**config.mk**
```make
export PLATFORM = sky130hd
export DESIGN_NAME = front_panel_selector_controller
export DESIGN_NICKNAME = d
export VERILOG_FILES = /design/src/hw/rtl/fpsc_pkg.sv /design/src/hw/rtl/fpsc_cfg.sv /design/src/hw/rtl/fpsc_core.sv /design/src/hw/rtl/front_panel_selector_controller.sv
export SDC_FILE = /design/constraint.sdc
export NUM_CORES = 1
export LEC_CHECK = 0
export BUFFER_PORTS_ARGS = -buffer_cell sky130_fd_sc_hd__clkbuf_2
export CORE_MARGIN = 2
export CORE_UTILIZATION = 35
export CTS_CLUSTER_SIZE = 12
export DETAILED_ROUTE_END_ITERATION = 16
export PLACE_DENSITY = 0.53
export SLEW_MARGIN = 0
export SYNTH_ARGS = -nofsm -noshare
export SYNTH_HDL_FRONTEND = slang
export SYNTH_SLANG_ARGS = --single-unit
```
**constraint.sdc**
```tcl
create_clock -name clk -period 4 [get_ports clk]
set_input_delay 0.6 -clock clk [delete_from_list [all_inputs] [get_ports clk]]
set_output_delay 0.6 -clock clk [all_outputs]
set_load 0.05 [all_outputs]
```
**src/hw/rtl/fpsc_pkg.sv**
```systemverilog
package fpsc_pkg;

  typedef enum logic [2:0] {
    CMD_POWER    = 3'd0,
    CMD_CHAN_ONE = 3'd1,
    CMD_CHAN_TWO = 3'd2,
    CMD_NEXT     = 3'd3,
    CMD_PREV     = 3'd4,
    CMD_TICK     = 3'd5
  } cmd_t;

  localparam int unsigned CFG_ADDR_W = 3;
  localparam logic CFG_IDX_HOLD = 1'b0;
  localparam logic [15:0] HOLD_RESET = 16'd200;

  typedef struct packed {
    logic [5:0] led_lines;
    logic       amp_enable;
    logic       display_enable;
    logic [3:0] effect_code;
    logic [3:0] effect_number;
    logic       powered_flag;
    logic [1:0] blink_flags;
  } result_t;

  function automatic logic [3:0] effect_code_of(input logic [3:0] idx);
    logic [3:0] code;
    case (idx)
      4'd0: code = 4'd9;
      4'd1: code = 4'd13;
      4'd2: code = 4'd5;
      4'd3: code = 4'd1;
      4'd4: code = 4'd0;
      4'd5: code = 4'd4;
      4'd6: code = 4'd6;
      4'd7: code = 4'd2;
      4'd8: code = 4'd15;
      4'd9: code = 4'd11;
      4'd10: code = 4'd3;
      4'd11: code = 4'd10;
      4'd12: code = 4'd14;
      4'd13: code = 4'd7;
      4'd14: code = 4'd8;
      default: code = 4'd0;
    endcase
    return code;
  endfunction

  function automatic logic [5:0] pattern_one(input logic [1:0] src);
    logic [6:0] w;
    w = 7'd1 << src;
    return w[5:0];
  endfunction

  function automatic logic [5:0] pattern_two(input logic [1:0] src);
    logic [6:0] w;
    w = 7'd8 << src;
    return w[5:0];
  endfunction

  function automatic logic [5:0] steady_pattern(input logic [1:0] s1, input logic [1:0] s2);
    logic [6:0] sum;
    sum = {1'b0, pattern_one(s1)} + {1'b0, pattern_two(s2)};
    return sum[5:0];
  endfunction

endpackage

```
**src/hw/rtl/fpsc_cfg.sv**
```systemverilog
module fpsc_cfg (
  input  logic                              clk,
  input  logic                              rst_n,
  input  logic                              psel,
  input  logic                              penable,
  input  logic                              pwrite,
  input  logic [fpsc_pkg::CFG_ADDR_W-1:0]   paddr,
  input  logic [31:0]                       pwdata,
  output logic [31:0]                       prdata,
  output logic [15:0]                       hold_threshold
);

  logic [15:0] hold_r;
  logic        hit;

  assign hit = (paddr[fpsc_pkg::CFG_ADDR_W-1] == fpsc_pkg::CFG_IDX_HOLD);

  always_ff @(posedge clk) begin
    if (!rst_n) begin
      hold_r <= fpsc_pkg::HOLD_RESET;
    end else if (psel && penable && pwrite && hit) begin
      hold_r <= pwdata[15:0];
    end
  end

  assign prdata = hit ? {16'd0, hold_r} : 32'd0;
  assign hold_threshold = hold_r;

endmodule

```
**src/hw/rtl/fpsc_core.sv**
```systemverilog
module fpsc_core #(
  parameter int unsigned EFFECT_COUNT        = 15,
  parameter int unsigned SOURCES_PER_CHANNEL = 3
) (
  input  logic                clk,
  input  logic                rst_n,
  input  logic                step,
  input  logic [2:0]          command,
  input  logic [15:0]         press_length,
  input  logic [15:0]         hold_threshold,
  output fpsc_pkg::result_t   result_nxt
);

  localparam logic [2:0] SRC_LIMIT = 3'(SOURCES_PER_CHANNEL);
  localparam logic [4:0] FX_LIMIT  = 5'(EFFECT_COUNT);
  localparam logic [3:0] FX_LAST   = 4'(EFFECT_COUNT - 1);

  logic       is_on_r, is_on_nxt;
  logic [1:0] src_one_r, src_one_nxt;
  logic [1:0] src_two_r, src_two_nxt;
  logic [1:0] blink_r, blink_nxt;
  logic [3:0] fx_r, fx_nxt;
  logic [5:0] led_r, led_nxt;
  logic       amp_r, amp_nxt;
  logic       disp_r, disp_nxt;

  logic [1:0] ch_bit;
  logic [2:0] step_one, step_two;
  logic [4:0] fx_inc;

  always_comb begin
    ch_bit = (command == fpsc_pkg::CMD_CHAN_ONE) ? 2'b01 : 2'b10;
    step_one = {1'b0, src_one_r} + 3'd1;
    if (step_one >= SRC_LIMIT) step_one = 3'd0;
    step_two = {1'b0, src_two_r} + 3'd1;
    if (step_two >= SRC_LIMIT) step_two = 3'd0;
    fx_inc = {1'b0, fx_r} + 5'd1;

    is_on_nxt   = is_on_r;
    src_one_nxt = src_one_r;
    src_two_nxt = src_two_r;
    blink_nxt   = blink_r;
    fx_nxt      = fx_r;
    led_nxt     = led_r;
    amp_nxt     = amp_r;
    disp_nxt    = disp_r;

    case (fpsc_pkg::cmd_t'(command))
      fpsc_pkg::CMD_POWER: begin
        if (!is_on_r) begin
          is_on_nxt = 1'b1;
          amp_nxt   = 1'b1;
          disp_nxt  = 1'b1;
          fx_nxt    = 4'd0;
          led_nxt   = fpsc_pkg::steady_pattern(src_one_r, src_two_r);
        end else begin
          is_on_nxt   = 1'b0;
          amp_nxt     = 1'b0;
          disp_nxt    = 1'b0;
          led_nxt     = 6'd0;
          blink_nxt   = 2'd0;
          src_one_nxt = 2'd0;
          src_two_nxt = 2'd0;
        end
      end
      fpsc_pkg::CMD_CHAN_ONE, fpsc_pkg::CMD_CHAN_TWO: begin
        if (is_on_r) begin
          if ((blink_r & ch_bit) != 2'd0) begin
            if (press_length > hold_threshold) begin
              blink_nxt = blink_r & ~ch_bit;
              if ((blink_r & ~ch_bit) == 2'd0) amp_nxt = 1'b1;
            end else if (ch_bit[0]) begin
              src_one_nxt = step_one[1:0];
            end else begin
              src_two_nxt = step_two[1:0];
            end
            led_nxt = fpsc_pkg::steady_pattern(src_one_nxt, src_two_nxt);
          end else begin
            blink_nxt = blink_r | ch_bit;
            amp_nxt   = 1'b0;
          end
        end
      end
      fpsc_pkg::CMD_NEXT: begin
        if (is_on_r) begin
          fx_nxt = (fx_inc >= FX_LIMIT) ? 4'd0 : fx_inc[3:0];
        end
      end
      fpsc_pkg::CMD_PREV: begin
        if (is_on_r) begin
          if (fx_r == 4'd0 || {1'b0, fx_r} >= FX_LIMIT) fx_nxt = FX_LAST;
          else fx_nxt = fx_r - 4'd1;
        end
      end
      fpsc_pkg::CMD_TICK: begin
        led_nxt = led_r
                ^ (blink_r[0] ? fpsc_pkg::pattern_one(src_one_r) : 6'd0)
                ^ (blink_r[1] ? fpsc_pkg::pattern_two(src_two_r) : 6'd0);
      end
      default: begin
      end
    endcase
  end

  always_ff @(posedge clk) begin
    if (!rst_n) begin
      is_on_r   <= 1'b0;
      src_one_r <= 2'd0;
      src_two_r <= 2'd0;
      blink_r   <= 2'd0;
      fx_r      <= 4'd0;
      led_r     <= 6'd0;
      amp_r     <= 1'b0;
      disp_r    <= 1'b0;
    end else if (step) begin
      is_on_r   <= is_on_nxt;
      src_one_r <= src_one_nxt;
      src_two_r <= src_two_nxt;
      blink_r   <= blink_nxt;
      fx_r      <= fx_nxt;
      led_r     <= led_nxt;
      amp_r     <= amp_nxt;
      disp_r    <= disp_nxt;
    end
  end

  always_comb begin
    result_nxt.led_lines      = led_nxt;
    result_nxt.amp_enable     = amp_nxt;
    result_nxt.display_enable = disp_nxt;
    result_nxt.effect_code    = fpsc_pkg::effect_code_of(fx_nxt);
    result_nxt.effect_number  = fx_nxt;
    result_nxt.powered_flag   = is_on_nxt;
    result_nxt.blink_flags    = blink_nxt;
  end

endmodule

```
**src/hw/rtl/front_panel_selector_controller.sv**
```systemverilog
// channel  | handshake                         | payload
// in       | in_valid / in_ready               | in_command, in_press_length
// out      | out_valid / out_ready             | out_led_lines .. out_blink_flags
// cfg      | cfg_psel, cfg_penable, cfg_pwrite | cfg_paddr, cfg_pwdata, cfg_prdata
//
// One item per cycle sustained while out_ready stays high.
// The panel state updates as an item moves from the input register to the result register.
// rst_n is synchronous: state, hold threshold (200) and both valid flags clear.
// A stalled result holds; the input register still takes one more item behind it.
module front_panel_selector_controller #(
  parameter int unsigned EFFECT_COUNT        = 15,
  parameter int unsigned SOURCES_PER_CHANNEL = 3
) (
  input  logic                            clk,
  input  logic                            rst_n,
  input  logic                            in_valid,
  output logic                            in_ready,
  input  logic [2:0]                      in_command,
  input  logic [15:0]                     in_press_length,
  output logic                            out_valid,
  input  logic                            out_ready,
  output logic [5:0]                      out_led_lines,
  output logic                            out_amp_enable,
  output logic                            out_display_enable,
  output logic [3:0]                      out_effect_code,
  output logic [3:0]                      out_effect_number,
  output logic                            out_powered_flag,
  output logic [1:0]                      out_blink_flags,
  input  logic                            cfg_psel,
  input  logic                            cfg_penable,
  input  logic                            cfg_pwrite,
  input  logic [fpsc_pkg::CFG_ADDR_W-1:0] cfg_paddr,
  input  logic [31:0]                     cfg_pwdata,
  output logic [31:0]                     cfg_prdata,
  output logic                            cfg_pready
);

  logic              in_valid_r;
  logic [2:0]        cmd_r;
  logic [15:0]       len_r;
  logic              out_valid_r;
  fpsc_pkg::result_t res_r;
  fpsc_pkg::result_t res_nxt;
  logic [15:0]       hold_threshold;
  logic              advance;

  assign advance  = in_valid_r && (!out_valid_r || out_ready);
  assign in_ready = !in_valid_r || advance;

  fpsc_cfg u_cfg (
    .clk            (clk),
    .rst_n          (rst_n),
    .psel           (cfg_psel),
    .penable        (cfg_penable),
    .pwrite         (cfg_pwrite),
    .paddr          (cfg_paddr),
    .pwdata         (cfg_pwdata),
    .prdata         (cfg_prdata),
    .hold_threshold (hold_threshold)
  );
  assign cfg_pready = 1'b1;

  fpsc_core #(
    .EFFECT_COUNT        (EFFECT_COUNT),
    .SOURCES_PER_CHANNEL (SOURCES_PER_CHANNEL)
  ) u_core (
    .clk            (clk),
    .rst_n          (rst_n),
    .step           (advance),
    .command        (cmd_r),
    .press_length   (len_r),
    .hold_threshold (hold_threshold),
    .result_nxt     (res_nxt)
  );

  always_ff @(posedge clk) begin
    if (!rst_n) begin
      in_valid_r  <= 1'b0;
      out_valid_r <= 1'b0;
    end else begin
      if (in_ready) in_valid_r <= in_valid;
      if (advance) out_valid_r <= 1'b1;
      else if (out_ready) out_valid_r <= 1'b0;
    end
  end

  always_ff @(posedge clk) begin
    if (in_valid && in_ready) begin
      cmd_r <= in_command;
      len_r <= in_press_length;
    end
    if (advance) res_r <= res_nxt;
  end

  assign out_valid          = out_valid_r;
  assign out_led_lines      = res_r.led_lines;
  assign out_amp_enable     = res_r.amp_enable;
  assign out_display_enable = res_r.display_enable;
  assign out_effect_code    = res_r.effect_code;
  assign out_effect_number  = res_r.effect_number;
  assign out_powered_flag   = res_r.powered_flag;
  assign out_blink_flags    = res_r.blink_flags;

endmodule

```
Word level (Yosys, flattened, before mapping)
Memories as Yosys holds them, arrays and structs flattened. A register that Yosys moved wholly into a read port is not among the register bits. Cells that the tools add are included.

ROM bits: 64. Logic and storage cells: 116. Memories: 1. Input port bits: 61. Output and inout bits: 54. Register bits after elaboration: 71.

Add/sub/neg operators: 6. Shift-type cells: 4. $lt $le $gt $ge: 5. Eq/ne operators: 8. Bitwise logic cells: 7. Reduce and logical (&&, ||, !) cells: 18. Multiplexer cells: 48.

Memory list: (name not given) (depth 16, bits a word 4, read ports 1, clocked after memory_dff 1, wr ports 0, line fpsc_pkg.sv:28) `case (idx)`.

Operator list (count): 2-bit two-way mux (22); 6-bit two-way mux (5); 4-bit two-way mux (5); 6-bit case mux with 3 select lines (1); 16-bit greater-than comparator (1); 16-bit two-way mux (1); 6-bit adder (2); 2-bit case mux with 2 select lines (3); 4-bit case mux with 3 select lines (1); 1-bit by 2-bit left shift with 6-bit output (first input constant) (2); 4-bit by 2-bit left shift with 6-bit output (first input constant) (2); 6-bit XOR (2); 1-bit two-way mux (9); 2-bit by 1-bit adder with 3-bit output (second input constant) (2); 3-bit by 2-bit equality test with 1-bit output (second input constant) (2); 3-bit equality test (second input constant) (2); 3-bit by 2-bit >= comparator with 1-bit output (second input constant) (2); 2-bit by 1-bit inequality test with 1-bit output (second input constant) (3); 2-bit nonzero test (3); 4-bit by 1-bit adder with 5-bit output (second input constant) (1); 5-bit by 4-bit >= comparator with 1-bit output (second input constant) (1); 1-bit logical AND (5); 5-bit AND reduction (1); 2-bit bitwise AND (2); other kinds (13) (16).

Logic depth before layout (Yosys ltp)
Depth in word-level cells: 13. Gate-level depth with buffers: 13. Depth with buffers taken out: 13.

By module
A second synthesis with hierarchy kept.

Cells, all modules: 504. Area, all modules: 4561.9 µm².

Modules (own cells, without submodules): fpsc_core (sequential area each 380.4 µm², area each 2394.8 µm², cells each 351, instances 1); front_panel_selector_controller (sequential area each 1181.1 µm², area each 1256.2 µm², cells each 49, instances 1); fpsc_cfg (sequential area each 320.3 µm², area each 910.9 µm², cells each 104, instances 1).

Worst setup path after synthesis
Ideal clock, no wire load.

Path type: flip-flop to flip-flop. Start point: register len_r[15]. End point: register res_r (netlist bit out_led_lines[3]), data pin. Required time: 3719 ps. Period minus slack after synthesis: 3143 ps. Stages on the path, launching flop included: 11. Setup time: 281 ps. Path slack: 857 ps. Arrival: 2862 ps. Path buffers: 0. Cell sequence: edfxtp_1 ha_1 nand4_2 nor3_1 a2111o_1 o31a_2 nor2_1 mux2_2 ha_1 a222oi_1 o21ai_0.

RTL lines: from (decl) (line front_panel_selector_controller.sv:40) `logic [15:0] len_r;`; from (signal assigned) (line front_panel_selector_controller.sv:90) `len_r <= in_press_length;`; to (signal assigned) (line front_panel_selector_controller.sv:92) `if (advance) res_r <= res_nxt;`; to (decl) (line front_panel_selector_controller.sv:42) `fpsc_pkg::result_t res_r;`.

==> summary.md <==
| Metric | Value |
|---|---|
| WL per Instance | `14.65 um` |
| Worst-Skew Late Latency | `340 ps` |
| Post-route setup slack | `459.9 ps` |
| Port bufs | `79` |
| Clock slew at reported path FFs | `~60 ps` |
| Yosys reg bits | `75` |
| CTS tree | `done` |
| Critical path type | `reg -> reg` |
| Peak Freq | `282.5 MHz` |
| Gr ovfl total | `0` |
| Peak VDD IR | `0.1831 mV` |
| DRC | `0` |
| Number of inserted diodes | `0` |
| Fill cell count | `1278` |
| Setup violations, final | `0` |
| Crit end category | `flop` |
| First-pass GRT wire length | `~18000 um` |
| WL final | `10840 um` |
| CTS HTree Levels | `3` |
| Post-Syn Area | `4473 sq um` |
| Drt first pass iters | `5` |
| Share of layout cells above drive strength 1 | `0.2007` |
| HP Class | `in -> reg` |
| Synth top area share | `0.2551` |
| Gate Count Post-Synth | `501` |
| Syn Area/Cell | `slightly below 9 sq um` |
| Critical Path AT | `3760 ps` |
| Sequential area share after synthesis | `0.4207` |
| Clock Tree Buf Depth | `2` |
| NumNets Final | `648` |
| Worst slack, placed | `488.4 ps` |
| RSZ-0062 raised after global routing | `no` |
| Clock sink count | `75` |
| Synth Flop Type | `edfxtp_1` |
| CTS hold repair buffers | `0` |
| Max Cap Viol | `0` |
| Synth area leader | `edfxtp_1` |
| PostCTS Resize Cnt | `0` |
| Fin cells | `740` |
| Startpoint types | `flop` |
| Slew HR | `0.3999` |
| Critical Path RT | `4220 ps` |
| Layout Area Growth over Synthesis | `17.01%` |
| Die area | `roughly 14000 sq um` |
| Inst Count DP | `roughly 720` |
| Tcrit/Tclk final | `0.8850` |
| Setup Fix Bufs, Post-CTS | `0` |
| Final setup TNS | `0 ps` |
| Worst-Margin Slew | `900.1 ps` |
| Core footprint | `12570 sq um` |
| Hpwl dp | `7994 um` |
| Leakage | `~2.2 nW` |
| Power Density | `393.3 nW/um^2` |
| Final min period | `3540 ps` |
| Via density | `5.081` |
| Clock Skew | `8.601 ps` |
| Placer Congestion | `0.8158` |
| Via count | `approximately 3800` |
| Total Power | `roughly 2.1 mW` |
| Yosys cell types | `70` |
| Starting Density | `0.3559` |
| Antenna-violating nets left | `0` |
| Vias in the first global route | `3550` |
| Gr usage total | `0.1671` |
| CTS Buf Count | `9` |
| Drt initial violations | `176` |
| Clock root buffer | `clkbuf_16` |
| Final Max Slew Viols | `0` |
| I/O Pins | `115` |
| Synth area leaders | `edfxtp_1, dfxtp_1, ha_1, nand2_1, a21oi_1` |
| Die Wd | `117.1 um` |
| Largest net degree at the start of global routing | `42` |
| Most common cell after layout, fill and taps aside | `clkbuf_2` |
| Synthesis Warnings | `0` |
| Die H | `117.1 um` |
| Asr flop ratio synth | `0` |
| Status | `finished clean` |
| Row count | `41` |
| EDFF count, synth | `38` |
| Initial antenna violation count | `0` |
| Most frequent cells in the layout | `clkbuf_2, nand2_1, edfxtp_1, nor2_1, dfxtp_1` |
| Hold Vio Cnt, Final | `0` |
| Worst Path Max Fanout | `9` |
-- metrics by stage --
stage	hold WS [ps]	cell area, sq um	utilization
2_1_floorplan	436.3	4529	-
3_3_place_gp	451.3	4905	0.3902
3_5_place_dp	451.4	4905	0.3902
4_1_cts	420.1	5234	0.4164
5_1_grt	422.1	5234	0.4164
6_report	433.0	5234	0.4164
-- registers in the layout, summed over array words and instances (netlist names) --
signal                flops
out_powered_flag          1
out_effect_number         4
u_cfg.hold_threshold     16
out_led_lines             6
out_valid                 1
out_display_enable        1
u_core.is_on_r            1
u_core.blink_r            2
u_core.src_two_r          2
u_core.src_one_r          2
u_core.led_r              6
len_r                    16
u_core.fx_r               4
out_blink_flags           2
u_core.disp_r             1
u_core.amp_r              1
cmd_r                     3
out_amp_enable            1
in_valid_r                1
out_effect_code           4
-- worst max-delay path, cell delays in order, from the launching register on --
cell,delay (ps)
dfxtp_1,330
inv_1,80
ha_1,320
nand4_2,150
nor3_1,70
a2111o_1,470
o31a_2,400
nor2_1,240
mux2_2,370
ha_1,270
a222oi_1,290
o21ai_0,230
nor2_1,140
nor3_1,60
-- Yosys cell counts, drive strengths merged (3+ instances only) --
cell type	count
mux2	4
buf	23
o2bb2ai	3
a21oi	28
and2	9
and3	4
ha	24
nor3	10
nor2	38
o21a	9
nand3	10
a31oi	6
mux2i	6
nand2	74
a41o	4
xnor2	3
a211oi	4
o211ai	7
inv	32
edfxtp	38
a21boi	18
o31ai	3
dfxtp	37
o21ai	24
nand2b	7
clkbuf	21
nor2b	9
-- path summary, 6_finish.rpt --
check	start	endpoint	slack, ps	depth (start not counted)
setup / recovery	u_cfg.hold_threshold[15]	u_core.led_r[3]	460	13
hold / removal	in_press_length[9]	len_r[9]	430	1
setup reg to reg	u_cfg.hold_threshold[15]	u_core.led_r[3]	460	13
hold reg to reg	u_cfg.hold_threshold[2]	u_cfg.hold_threshold[2]	450	2
-- kinds of logic after synthesis --
kind of cell | after synthesis | share of synthesized area
AND/OR/NAND/NOR | 175 | 0.1849
XOR/XNOR | 5 | 0.009792
other | 2 | 0.001679
adder cells (fa/ha/maj) | 24 | 0.06713
multiplexers | 10 | 0.02350
buffers and inverters | 76 | 0.08112
AO/OA/AOI/OAI | 134 | 0.2112
flip-flops | 75 | 0.4207
-- layout make-up --
class / count / area, sq um / share of cell area
flip-flops and latches: 75 / 1882 / 0.3595
multi-input cells: 365 / 2285 / 0.4365
repair buffers: 80 / 402.9 / 0.07698
inverters: 32 / 120.1 / 0.02295
well taps: 172 / 215.2 / 0.04112
clock buffers: 12 / 256.5 / 0.04901
clock inverters: 4 / 72.57 / 0.01387
-- report_power, final --
part / leakage, nW / internal [mW] / switching, mW
registers: 0.668 / 0.847 / 0.0265
logic: 1.33 / 0.0900 / 0.205
clock network: 0.159 / 0.579 / 0.310
-- per-layer routing --
| layer | vias to the layer above | share of wire | GRT usage |
|---|---|---|---|
| li1 | 1885 | - | - |
| met1 | 1746 | 0.46 | 0.2166 |
| met2 | 113 | 0.47 | 0.2674 |
| met3 | 16 | 0.058 | 0.03913 |
| met4 | 0 | 0.019 | 0.07216 |
| met5 | - | 0 | 0 |
(Power assumes the default switching activity.)
